<file path="src/rtl/core/dtf_pkg.sv">
package dtf_pkg;

  localparam int COORD_W = 32;
  localparam int DIFF_W  = 33;
  localparam int SUM_W   = 34;
  localparam int MAG_W   = 35;
  localparam int PROD_W  = 2 * MAG_W;
  localparam int TERM_W  = 68;
  localparam int KMAG_W  = 67;
  localparam int ACC_W   = 138;
  localparam int IDX_W   = 16;
  localparam int POS_W   = 16;
  localparam int LIMIT_W = 31;

  localparam logic [0:0] REG_AREA_LIMIT     = 1'b0;
  localparam logic [0:0] REG_DISTANCE_LIMIT = 1'b1;

  localparam logic [LIMIT_W-1:0] AREA_LIMIT_RESET     = 31'd10;
  localparam logic [LIMIT_W-1:0] DISTANCE_LIMIT_RESET = 31'd10;

  typedef enum logic [2:0] {
    M_NONE,
    M_PQ,
    M_RS,
    M_LL,
    M_HL,
    M_HH,
    M_AL,
    M_DL
  } mul_sel_t;

  typedef enum logic [3:0] {
    A_NONE,
    A_TERM,
    A_KFORM,
    A_KABS,
    A_ACC0,
    A_ACC35,
    A_ACC68,
    A_AREA_CMP,
    A_DLIM,
    A_LOAD_D,
    A_DCMP
  } act_t;

  typedef struct packed {
    logic     load;
    mul_sel_t mul_sel;
    logic     mul_dist;
    act_t     act;
    logic [1:0] axis;
    logic     commit;
  } dtf_cmd_t;

  typedef struct packed {
    logic out_free;
  } dtf_status_t;

endpackage

</file>
<file path="src/rtl/core/dtf_controller.sv">
module dtf_controller #(
  parameter int WINDOW = 10,
  parameter int ADDR_W = (WINDOW > 1) ? $clog2(WINDOW) : 1,
  parameter int CNT_W  = $clog2(WINDOW + 1)
) (
  input  logic                   clk,
  input  logic                   rst,
  input  logic                   in_valid,
  output logic                   in_ready,
  output dtf_pkg::dtf_cmd_t      cmd,
  input  dtf_pkg::dtf_status_t   status,
  output logic [ADDR_W-1:0]      raddr,
  output logic [ADDR_W-1:0]      waddr
);
  import dtf_pkg::*;

  typedef enum logic [1:0] {
    S_IDLE,
    S_AREA,
    S_DIST,
    S_FINISH
  } state_t;

  state_t            state;
  logic [3:0]        step;
  logic [1:0]        comp;
  logic [ADDR_W-1:0] entry;
  logic [ADDR_W-1:0] head;
  logic [CNT_W-1:0]  count;
  logic              last_entry;

  assign in_ready   = (state == S_IDLE);
  assign raddr      = entry;
  assign waddr      = head;
  assign last_entry = (CNT_W'(entry) + 1'b1) == count;

  always_comb begin
    cmd          = '0;
    cmd.mul_sel  = M_NONE;
    cmd.act      = A_NONE;
    cmd.load     = in_valid && in_ready;
    unique case (state)
      S_IDLE: ;
      S_AREA: begin
        cmd.axis = comp;
        unique case (step)
          4'd0: cmd.mul_sel = M_PQ;
          4'd1: begin cmd.mul_sel = M_RS; cmd.act = A_TERM; end
          4'd2: cmd.act = A_KFORM;
          4'd3: cmd.act = A_KABS;
          4'd4: cmd.mul_sel = M_LL;
          4'd5: begin cmd.mul_sel = M_HL; cmd.act = A_ACC0; end
          4'd6: begin cmd.mul_sel = M_HH; cmd.act = A_ACC35; end
          4'd7: cmd.act = A_ACC68;
          4'd8: cmd.mul_sel = M_AL;
          4'd9: begin cmd.mul_sel = M_DL; cmd.act = A_AREA_CMP; end
          4'd10: cmd.act = A_DLIM;
          default: ;
        endcase
      end
      S_DIST: begin
        unique case (step)
          4'd1: cmd.act = A_LOAD_D;
          4'd2: begin cmd.mul_dist = 1'b1; cmd.axis = 2'd0; end
          4'd3: begin cmd.mul_dist = 1'b1; cmd.axis = 2'd1; cmd.act = A_ACC0; end
          4'd4: begin cmd.mul_dist = 1'b1; cmd.axis = 2'd2; cmd.act = A_ACC0; end
          4'd5: cmd.act = A_ACC0;
          4'd6: cmd.act = A_DCMP;
          default: ;
        endcase
      end
      S_FINISH: cmd.commit = status.out_free;
      default: ;
    endcase
  end

  always_ff @(posedge clk) begin
    if (rst) begin
      state <= S_IDLE;
      step  <= '0;
      comp  <= '0;
      entry <= '0;
      head  <= '0;
      count <= '0;
    end else begin
      unique case (state)
        S_IDLE: begin
          if (in_valid) begin
            state <= S_AREA;
            step  <= '0;
            comp  <= '0;
          end
        end
        S_AREA: begin
          if (step == 4'd7 && comp != 2'd2) begin
            comp <= comp + 1'b1;
            step <= '0;
          end else if (step == 4'd10) begin
            step  <= '0;
            entry <= '0;
            state <= (count == '0) ? S_FINISH : S_DIST;
          end else begin
            step <= step + 1'b1;
          end
        end
        S_DIST: begin
          if (step == 4'd6) begin
            step <= '0;
            if (last_entry) begin
              state <= S_FINISH;
            end else begin
              entry <= entry + 1'b1;
            end
          end else begin
            step <= step + 1'b1;
          end
        end
        S_FINISH: begin
          if (status.out_free) begin
            state <= S_IDLE;
            head  <= (head == ADDR_W'(WINDOW - 1)) ? '0 : head + 1'b1;
            if (count != CNT_W'(WINDOW)) begin
              count <= count + 1'b1;
            end
          end
        end
        default: state <= S_IDLE;
      endcase
    end
  end

endmodule

</file>
<file path="config.mk">
export PLATFORM = sky130hd
export DESIGN_NAME = dtf_controller
export DESIGN_NICKNAME = d
export VERILOG_FILES = /design/src/rtl/core/dtf_pkg.sv /design/src/rtl/core/dtf_controller.sv
export SDC_FILE = /design/constraint.sdc
export NUM_CORES = 1
export LEC_CHECK = 0
export BUFFER_PORTS_ARGS = -buffer_cell sky130_fd_sc_hd__buf_4
export CORE_AREA = 2 2 67 69
export DETAILED_ROUTE_END_ITERATION = 6
export DIE_AREA = 0 0 69 71
export GPL_TIMING_DRIVEN = 0
export PLACE_DENSITY = 0.63
export SLEW_MARGIN = 0
export SYNTH_ARGS = -nofsm -noshare
export SYNTH_HDL_FRONTEND = slang
export SYNTH_SLANG_ARGS = --single-unit
</file>
<file path="constraint.sdc">
create_clock -name clk -period 2.35 [get_ports clk]
set_input_delay 0.235 -clock clk [delete_from_list [all_inputs] [get_ports clk]]
set_output_delay 0.235 -clock clk [all_outputs]
set_load 0.02 [all_outputs]
</file>
## Word level (Yosys, flattened, before mapping)

Index checks and enable logic that the tools add are counted.

| word-level totals | value |
|---|---|
| flip-flop bits (word level) | 20 |
| output and inout bits | 21 |
| logic and storage cells | 83 |

| operators by class | value |
|---|---|
| mux-type cells | 31 |
| $add $sub $neg | 5 |
| reduce and logical (&&, ||, !) cells | 16 |
| equal/unequal tests | 25 |

Operators with widths:

| kind | count |
|---|---|
| $mux W4 | 9 |
| $pmux W4 S8 | 1 |
| $pmux W4 S3 | 2 |
| $pmux W3 S7 | 1 |
| $ne A2 B2 Y1 const B | 9 |
| $add A4 B1 Y4 const B | 4 |
| $eq A4 B3 Y1 const B | 4 |
| $eq A4 B4 Y1 const B | 4 |
| $mux W2 | 8 |
| $pmux W6 S2 | 1 |
| $eq A4 B2 Y1 const B | 2 |
| $logic_not A4 Y1 | 2 |
| $pmux W2 S2 | 2 |
| $pmux W2 S4 | 1 |
| $pmux W4 S2 | 1 |
| $reduce_and A3 Y1 | 2 |
| $reduce_and A6 Y1 | 1 |
| $reduce_or A3 Y1 | 2 |
| $reduce_and A5 Y1 | 1 |
| $eq A2 B2 Y1 const B | 2 |
| $eq A4 B1 Y1 const B | 1 |
| $eq A4 B4 Y1 | 1 |
| $mux W1 | 4 |
| $ne A4 B4 Y1 const B | 1 |
| 8 further kinds | 11 |

## Depth between registers and ports, before layout

Gate-level depths: netlist (run 1).

| logic depth | value |
|---|---|
| depth after elaboration | 5 |
| gate-level depth with buffers | 9 |

## Worst setup path before layout (run 1)

OpenSTA, ideal clock, no wires.

| timing path | value |
|---|---|
| kind | register to output |
| start point | reg state[1] |
| end point | out cmd[3] (netlist bit) |
| stages on the path, launching flop included | 9 |
| slack | 0.454 ns |
| buffers on the path | 1 |
| arrival | 1.661 ns |
| cells stage by stage | dfxtp_1 inv_1 ha_1 clkbuf_1 clkinv_1 a21o_1 o21ai_0 a32oi_1 nor2b_1 |

RTL lines:

| item | line | source |
|---|---|---|
| start: declaration | dtf_controller.sv:24 | `state_t state;` |
| start signal: assignment | dtf_controller.sv:101 | `state <= (count == '0) ? S_FINISH : S_DIST;` |
| end: declaration | dtf_controller.sv:10 | `output dtf_pkg::dtf_cmd_t cmd,` |

==> results.cfg, run 1 <==
[power_and_ir_drop]
swShare_pct = 40.8
p_leak_nw = 0.717
p_int_mw = 0.787
pwr-share-clk_pct = 19.5
p_total_mw = 1.33
power_frac_seq_pct = 30.4
switchingPower_mw = 0.541
pwr-share-comb_pct = 50.1
pwr_density_cell_nw_per_um2 = 715
ir_drop_v = 0.000264

[synthesis]
synthXorXnorAreaFrac_pct = 7.07
syn_area_um2 = 1560
synth_edf_count = 0
synth_fa_ha_area_share_pct = 8.04
ys_seq_area_share_pct = 25.7
syn-instance-count = 201
synth_seq_cells = 20
synth_warnings = 0
synth_compound_area_share_pct = 20.2
synthArstFlopShare_pct = 0
synth.avg_cell_area_um2 = 7.74
yosys.area_share.simple_pct = 28.6
synthDistinctLibCells = 52
ys.flop_type = dfxtp_1
syn-num-nets = 215
synth_top_family_by_area = simple AND/OR/NAND/NOR gates
synth_mux_area_share_pct = 4.18

[finish]
antennaDiodeCount = 0
fill_cells = 440
drive_above_1_share_pct = 18.1
nets = 242
layout-area-overhead-vs-synth_pct = 19.4

[routing]
first_pass_iters = 4
drc_errors = 0
drt-total-wl_mm = 3.69
routed.top_layer = met4
wl_per_cell_um = 13.2
viasPerCell = 5.30
drt-met1-wl_mm = 1.76
via_count = 1480
route.met3.wl_um = 194
route.met2.wl_mm = 1.71
antenna_left = 0
drt_iter0_drc = 81

[critical_path]
cp-end-kind = output pin
worstPathArrival_ns = 1.92
path_cells = ha_2, buf_2, mux2i_1, nor2_1, a21oi_1, o22ai_1, and2_1, buf_4
cp-start-kind = flip-flop
startpoint = state[0]
path_class = reg -> out
worstPathRequired_ns = 2.12
max_stage_delay_ns = 0.42
path_max_fanout = 10
slowest_stage = dfxtp_1
reg2reg_from = state[0]
r2r_slack_ns = 0.32

[clock_network]
cts_tree = done
cts_buffers = 3
clk_latency_ns = 0.26
cts_root_buf = clkbuf_8
ctsHoldBuffers = 0
clk_transition_reported_paths_ns = 0.07
clock-sinks = 20
htreeDepth = 1
clockBufferDepth = 2

[timing]
finalHoldViolCount = 0
setup_viol = 0
finClkSkew_ns = 0.00481
fin_tns_setup_ns = 0
rsz0062_at_grt = false
finalCritPeriodShare_pct = 91.7
drv_slew = 0
min_period_ns = 2.16
tightestPinTransition_ns = 0.506
worst_slack_ns = 0.195
timing.hold.ws_ns = 0.283
maxSlewHeadroom_pct = 66.3
fmax_ghz = 0.464

[grt]
antenna_found_initial = 0
grt_pass1_vias = 1336
grt_pass1_wl_mm = 6.33
grt-ovfl-total = 0
grt_max_degree = 12
grt.total_usage_pct = 15.6

[die]
die-area_um2 = 4900
die_w_um = 69
initial_core_util_pct = 37.0
coreArea_um2 = 4200
row_count = 24
die-height_um = 71
ios = 25

[placement]
place_ws_ns = 0.0907
portBuffers = 24
hpwl_mm = 2.75
gp_congestion = 0.805

[hold_path]
hold_path.class = in -> reg
min_from = rst

[run_status]
status = finished, final reports clean

[flow_run]
drv_cap = 0
final timing paths:
path,end,cells past startpoint
setup / recovery,cmd[5],8
setup reg to reg,raddr[2],7
hold / removal,raddr[1],3
hold reg to reg,state[1],2
flip-flops by register name, summed over array words and instances, names as in the netlist:
name,count
raddr,4
step,4
comp,2
state,2
count,4
waddr,4
cell usage after synthesis, types with 4 or more instances:
library cell	instances	area share, %
a21oi_1	15	4.8
nand2b_1	9	3.6
dfxtp_1	20	26
nor3_1	8	2.6
nand3_1	6	1.9
nand2_1	10	2.4
nor2b_1	7	2.8
clkbuf_1	8	1.9
o22ai_1	4	1.6
inv_1	12	2.9
and2_1	4	1.6
xor2_1	5	2.8
ha_1	10	8.0
o21ai_0	11	3.5
mux2i_1	5	3.2
nor2_1	20	4.8
xnor2_1	5	2.8
logic make-up after synthesis:
kind of cell / Yosys count
flip-flops: 20
buffers and inverters: 24
multiplexers: 6
XOR/XNOR: 11
adder cells (fa/ha/maj): 10
AND/OR/NAND/NOR: 81
AO/OA/AOI/OAI: 49
area by class of cell:
type                            count  area (um^2)  area share (%)
Multi-Input combinational cell    157         1060            57.3
Buffer                              9         41.3            2.22
Inverter                           13         50.0            2.69
Sequential cell                    20          402            21.6
Tap cell                           52         65.1            3.50
Timing Repair Buffer               24          180            9.70
Clock buffer                        4         55.1            2.96
worst max-delay path: cells and delay by family, from the launching register on:
kind | cells | cell delay, ns
adder cells (fa/ha/maj) | 1 | 0.32
multiplexers | 1 | 0.10
buffers and inverters | 2 | 0.39
AO/OA/AOI/OAI | 2 | 0.19
flip-flops | 1 | 0.42
AND/OR/NAND/NOR | 2 | 0.25
power by group through the flow:
| stage | Combinational (mW) | Clock (mW) | Sequential [mW] |
|---|---|---|---|
| 2_1_floorplan | 0.479 | 0 | 0.401 |
| 6_report | 0.665 | 0.259 | 0.404 |
| 5_1_grt | 0.734 | 0.288 | 0.406 |
| 3_3_place_gp | 0.654 | 0 | 0.407 |
| 3_5_place_dp | 0.659 | 0 | 0.408 |
| 4_1_cts | 0.666 | 0.272 | 0.400 |
per-stage QoR:
stage,cells,area (um^2),utilization [%]
6_report,279,1860,44.2
2_1_floorplan,201,1560,-
4_1_cts,279,1850,44.0
3_5_place_dp,277,1800,42.9
3_3_place_gp,277,1800,42.9
5_1_grt,279,1860,44.2
placed cells by master, fill, tap and decap left out, types with 3 or more instances in the layout:
cell type  instances
xnor2_1            5
dfxtp_1           19
ha_1               8
nor2b_1            7
o22ai_1            4
buf_2              3
nor2_1            20
inv_1             12
a21oi_1           15
o21ai_0           11
nand2_1           10
clkbuf_8           4
clkbuf_1           5
and2_1             4
buf_4             25
nand3_1            6
nand2b_1           9
xor2_1             5
mux2i_1            5
nor3_1             8
metal layers:
metal / GRT usage [%] / up-vias
met5: 0 / -
met3: 2.14 / 2
li1: - / 759
met2: 25.2 / 36
met1: 21.4 / 683
met4: 5.23 / 0
repair_timing:
item | in CTS | in global routing
cloned | 0 | 0
endpoints found under the setup margin | 4 | 4
setup buffers | 0 | 0
gates resized for setup | 2 | 4
endpoints found under the hold margin | 0 | 0
pin swaps | 0 | 0
No activity file was read; power rests on OpenSTA's default activity.
==> run 2, diff against run 1 <==
==> constraint.sdc (replaced) <==
create_clock -name clk -period 2.1 [get_ports clk]
set_input_delay 0.21 -clock clk [delete_from_list [all_inputs] [get_ports clk]]
set_output_delay 0.21 -clock clk [all_outputs]
set_load 0.02 [all_outputs]
==> run 2 against run 1 <==
  * Sequential share of layout area decreased by 0.60 points
  * Clock skew decreased by 0.0010 ns
  * Sequential power increased by 12%
  * Utilization increased by 1.7 points
  * Register-to-register slack got worse by 0.11 ns
  * Global-route usage unchanged
==> results.cfg, run 2 (same netlist as run 1, synthesis figures left out) <==
[hold_path]
hold_path.class = in -> reg
whs_path_depth = 3
min_to = raddr[1]
min_from = rst

[grt]
grt_max_degree = 12
grt_pass1_wl_mm = 6.33
grt.total_usage_pct = 15.6
grt-ovfl-total = 0
antenna_found_initial = 0
grt_pass1_vias = 1336

[die]
die-area_um2 = 4900
die-height_um = 71
initial_core_util_pct = 37.0
die_w_um = 69
ios = 25
coreArea_um2 = 4200
row_count = 24

[clock_network]
clock-sinks = 20
clockBufferDepth = 2
cts_tree = done
clk_latency_ns = 0.26
clk_transition_reported_paths_ns = 0.07
htreeDepth = 1
cts_root_buf = clkbuf_8
cts_buffers = 3
ctsHoldBuffers = 0

[placement]
gp_congestion = 0.805
hpwl_mm = 2.75
portBuffers = 24
place_area_um2 = 1800

[timing]
fin_tns_setup_ns = 0
fmax_ghz = 0.516
maxSlewHeadroom_pct = 66.4
finalCritPeriodShare_pct = 92.2
finalHoldViolCount = 0
rsz0062_at_grt = false
finClkSkew_ns = 0.00378
tightestPinTransition_ns = 0.504
drv_slew = 0
min_period_ns = 1.94
setup_viol = 0
timing.hold.ws_ns = 0.259

[critical_path]
cp-start-kind = flip-flop
worstPathArrival_ns = 1.73
worstPathRequired_ns = 1.89
path_max_fanout = 10
r2r_slack_ns = 0.21
max_stage_delay_ns = 0.36
path_cells = inv_1, ha_4, buf_6, mux2i_1, nor2_1, a21oi_1, o22ai_1, and2_1, buf_4
cp-end-kind = output pin
slowest_stage = dfxtp_4
r2r_cells = 8
path_class = reg -> out
regToRegEndpoint = raddr[2]
reg2reg_from = state[1]

[finish]
multiInputGateArea_um2 = 1080
fill_cells = 433
antennaDiodeCount = 0
seq_area_um2 = 405
drive_above_1_share_pct = 21.1
layout-area-overhead-vs-synth_pct = 24.0
design_area_um2 = 1930
nets = 247
final_common_cell = buf_4
final_cell_mix = 30 x buf_4, 20 x nor2_1, 18 x dfxtp_1

[routing]
drt_iter0_drc = 85
drt-total-wl_mm = 3.73
via_count = 1494
first_pass_iters = 4
wl_per_cell_um = 13.1
antenna_left = 0
drc_errors = 0
viasPerCell = 5.26

[power_and_ir_drop]
p_leak_nw = 0.751
pwr_density_cell_nw_per_um2 = 823
ir_drop_v = 0.000308

[flow_run]
drv_cap = 0

[run_status]
status = finished, final reports clean
run 2: layout make-up:
| cell class | instances | area share, % |
|---|---|---|
| Inverter | 13 | 2.59 |
| Clock buffer | 4 | 2.85 |
| Tap cell | 52 | 3.37 |
| Multi-Input combinational cell | 157 | 56.2 |
| Timing Repair Buffer | 29 | 11.3 |
| Sequential cell | 20 | 21.0 |
| Buffer | 9 | 2.66 |
run 2: worst max path at each step:
stage / from / to / slack [ns] / cells past startpoint
floorplan: state[1] / cmd[3] / 0.23 / 8
global placement: state[0] / raddr[2] / -0.15 / 8
detailed placement: state[0] / raddr[2] / -0.16 / 8
CTS: state[0] / cmd[5] / 0.008 / 8
global route: state[1] / cmd[5] / 0.006 / 9
finish: state[1] / cmd[5] / 0.16 / 9
run 2: per-stage QoR:
stage	worst slack [ns]	total power, mW	util, %	std cells
finish	0.163	1.59	45.9	284
global route	0.00553	1.71	45.9	284
CTS	0.00768	1.51	44.3	279
detailed placement	-0.159	1.19	42.9	277
global placement	-0.154	1.19	42.9	277
floorplan	0.229	0.984	-	201
run 2: routing by layer:
layer / up-vias / track usage (%) / wire [um]
met5: - / 0 / 0
met4: 0 / 5.23 / 43
met3: 4 / 2.14 / 188
met2: 35 / 25.2 / 1710
met1: 681 / 21.4 / 1780
li1: 774 / - / -
run 2: where the power goes:
group	total, mW	internal [mW]	switching (mW)
sequential	0.453	0.418	0.0349
clock	0.291	0.167	0.124
combinational	0.843	0.370	0.473
run 2: critical path: cells and delay by family (launching register included):
kind / cells / cell delay, ns
adders and majority gates: 1 / 0.20
buffers and inverters: 3 / 0.37
AOI/OAI and AO/OA: 2 / 0.20
muxes: 1 / 0.13
DFF: 1 / 0.36
and+or+nand+nor: 2 / 0.20
run 2: timing repair:
action | 4_1_cts | 5_1_grt
resized for setup | 7 | 9
pin swaps | 0 | 2
endpoints found under the setup margin | 9 | 8
buffers inserted | 0 | 5
==> run 3, diff against run 2 <==
--- a/config.mk
+++ b/config.mk
@@ -7,10 +7,11 @@
 export LEC_CHECK = 0
 export BUFFER_PORTS_ARGS = -buffer_cell sky130_fd_sc_hd__buf_4
 export CORE_AREA = 2 2 67 69
+export CTS_CLUSTER_DIAMETER = 80
 export DETAILED_ROUTE_END_ITERATION = 6
 export DIE_AREA = 0 0 69 71
 export GPL_TIMING_DRIVEN = 0
-export PLACE_DENSITY = 0.63
+export PLACE_DENSITY = 0.65
 export SLEW_MARGIN = 0
 export SYNTH_ARGS = -nofsm -noshare
 export SYNTH_HDL_FRONTEND = slang
==> constraint.sdc (replaced) <==
create_clock -name clk -period 1.6 [get_ports clk]
set_input_delay 0.32 -clock clk [delete_from_list [all_inputs] [get_ports clk]]
set_output_delay 0.32 -clock clk [all_outputs]
set_load 0.02 [all_outputs]
==> run 3 against run 2 <==
  * The run now ends with setup timing left
  * Sequential power grew 36%
  * Cell count grew 9.5%
  * Critical path depth is the same
  * Largest power group unchanged
  * First-iteration DRC count grew 47%
==> results.cfg, run 3 (same netlist as run 1, synthesis figures left out) <==
[critical_path]
regToRegEndpoint = raddr[0]
worstPathRequired_ns = 1.28
cp-end-kind = output pin
path_max_fanout = 5
reg2reg_from = raddr[0]
max_stage_delay_ns = 0.39
worstPathArrival_ns = 1.66
r2r_slack_ns = -0.19
r2r_cells = 7
cp-endpoint = cmd[5]
startpoint = state[1]
path_cells = inv_4, ha_4, clkbuf_16, mux2i_1, nor2_1, a21oi_1, o22ai_1, and2_4, buf_6
path_class = reg -> out
slowest_stage = dfxtp_4
cp-start-kind = flip-flop

[grt]
antenna_found_initial = 0
grt.total_usage_pct = 18.9
grt_pass1_vias = 1657
grt_use_met3_pct = 2.42
grt_busiest_layer = met2
use_met1_pct = 24.8
grtUsageMet2_pct = 31.5
grt_max_degree = 12
grt-ovfl-total = 0
grt_pass1_wl_mm = 7.67

[timing]
fmax_ghz = 0.506
rsz0062_at_grt = true
maxSlewHeadroom_pct = 66.9
drv_slew = 0
setup_viol = 18
tightestPinTransition_ns = 0.496
min_period_ns = 1.98
worst_slack_ns = -0.378
timing.hold.ws_ns = 0.357
finalCritPeriodShare_pct = 124
fin_tns_setup_ns = -3.03
finalHoldViolCount = 0
finClkSkew_ns = 0.00347

[routing]
wl_per_cell_um = 14.9
drt_iter0_drc = 125
antenna_left = 0
drt-total-wl_mm = 4.64
viasPerCell = 5.44
first_pass_iters = 4
drc_errors = 0
via_count = 1692

[finish]
drive_above_1_share_pct = 48.3
layout-area-overhead-vs-synth_pct = 60.1
final_cell_mix = 39 x buf_4, 19 x buf_6, 16 x nor2_1
antennaDiodeCount = 0
final_common_cell = buf_4
nets = 274
utilization_pct = 59.3

[power_and_ir_drop]
ir_drop_v = 0.000467
p_total_mw = 2.68
pwr_density_cell_nw_per_um2 = 1080
p_leak_nw = 0.979

[clock_network]
clock-sinks = 20
clk_transition_reported_paths_ns = 0.08
cts_root_buf = clkbuf_8
cts_buffers = 3
clk_latency_ns = 0.26
cts_tree = done
htreeDepth = 1
clockBufferDepth = 2

[die]
die-height_um = 71
coreArea_um2 = 4200
initial_core_util_pct = 37.0
row_count = 24
die-area_um2 = 4900
die_w_um = 69
ios = 25

[flow_run]
drv_cap = 0

[placement]
gp_congestion = 0.834
hpwl_mm = 2.73
portBuffers = 24

[run_status]
status = finished with violations
violations = setup timing

[hold_path]
hold_path.class = in -> reg
[run 3: changes by cell type in the layout (fill, tap and decap cells not counted), moves of 5 or more]
cell	change
buf_4	+9
buf_6	+18
dfxtp_1	-8
nor2b_1	-5
o21ai_0	-5
[run 3: through the flow]
step,instance area [um^2],instances,setup WS (ns)
after floorplan,1640,201,-0.0771
after global placement,1890,277,-0.309
after detailed placement,1890,277,-0.317
after CTS,2340,307,-0.390
after global routing,2490,311,-0.469
final,2490,311,-0.378
[run 3: report_power, final]
part | switching (mW) | internal (mW)
clock network | 0.173 | 0.171
logic | 0.827 | 0.898
registers | 0.0646 | 0.551
total | 1.07 | 1.62
[run 3: how the worst min path moves through the flow]
stage	startpoint	endpoint	slack (ns)	cells after the start
3_5_place_dp	waddr[3]	waddr[3]	0.51	2
5_1_grt	rst	raddr[1]	0.38	3
4_1_cts	rst	raddr[1]	0.35	3
3_3_place_gp	state[1]	state[1]	0.49	2
6_report	rst	raddr[1]	0.36	3
2_1_floorplan	state[1]	state[1]	0.47	2
[run 3: critical path, delay by kind of cell, from the launching register on]
kind                     cells  cell delay [ns]
buffers and inverters        3             0.31
AO/OA/AOI/OAI                2             0.20
multiplexers                 1             0.12
flip-flops                   1             0.39
AND/OR/NAND/NOR              2             0.20
adder cells (fa/ha/maj)      1             0.18
[run 3: cell type report]
type,instances,area (um^2)
Tap cell,52,65.1
Timing Repair Buffer,57,503
Multi-Input combinational cell,157,1300
Buffer,8,93.8
Inverter,13,62.6
Sequential cell,20,425
Fill cell,380,1710
Clock inverter,1,3.75
Clock buffer,3,41.3
[run 3: per-layer routing]
layer  up-vias  routed length, um
met3         7                174
met2        39               2260
li1        827                  -
met4         0                 81
met5         -                  0
met1       819               2120
[run 3: timing repair]
item                       CTS  global route
pin swaps                   20            11
gates resized for setup     62            31
cloned                       2             0
buffers inserted            27             6
hold buffers                 0             0
setup endpoints to repair   21            27
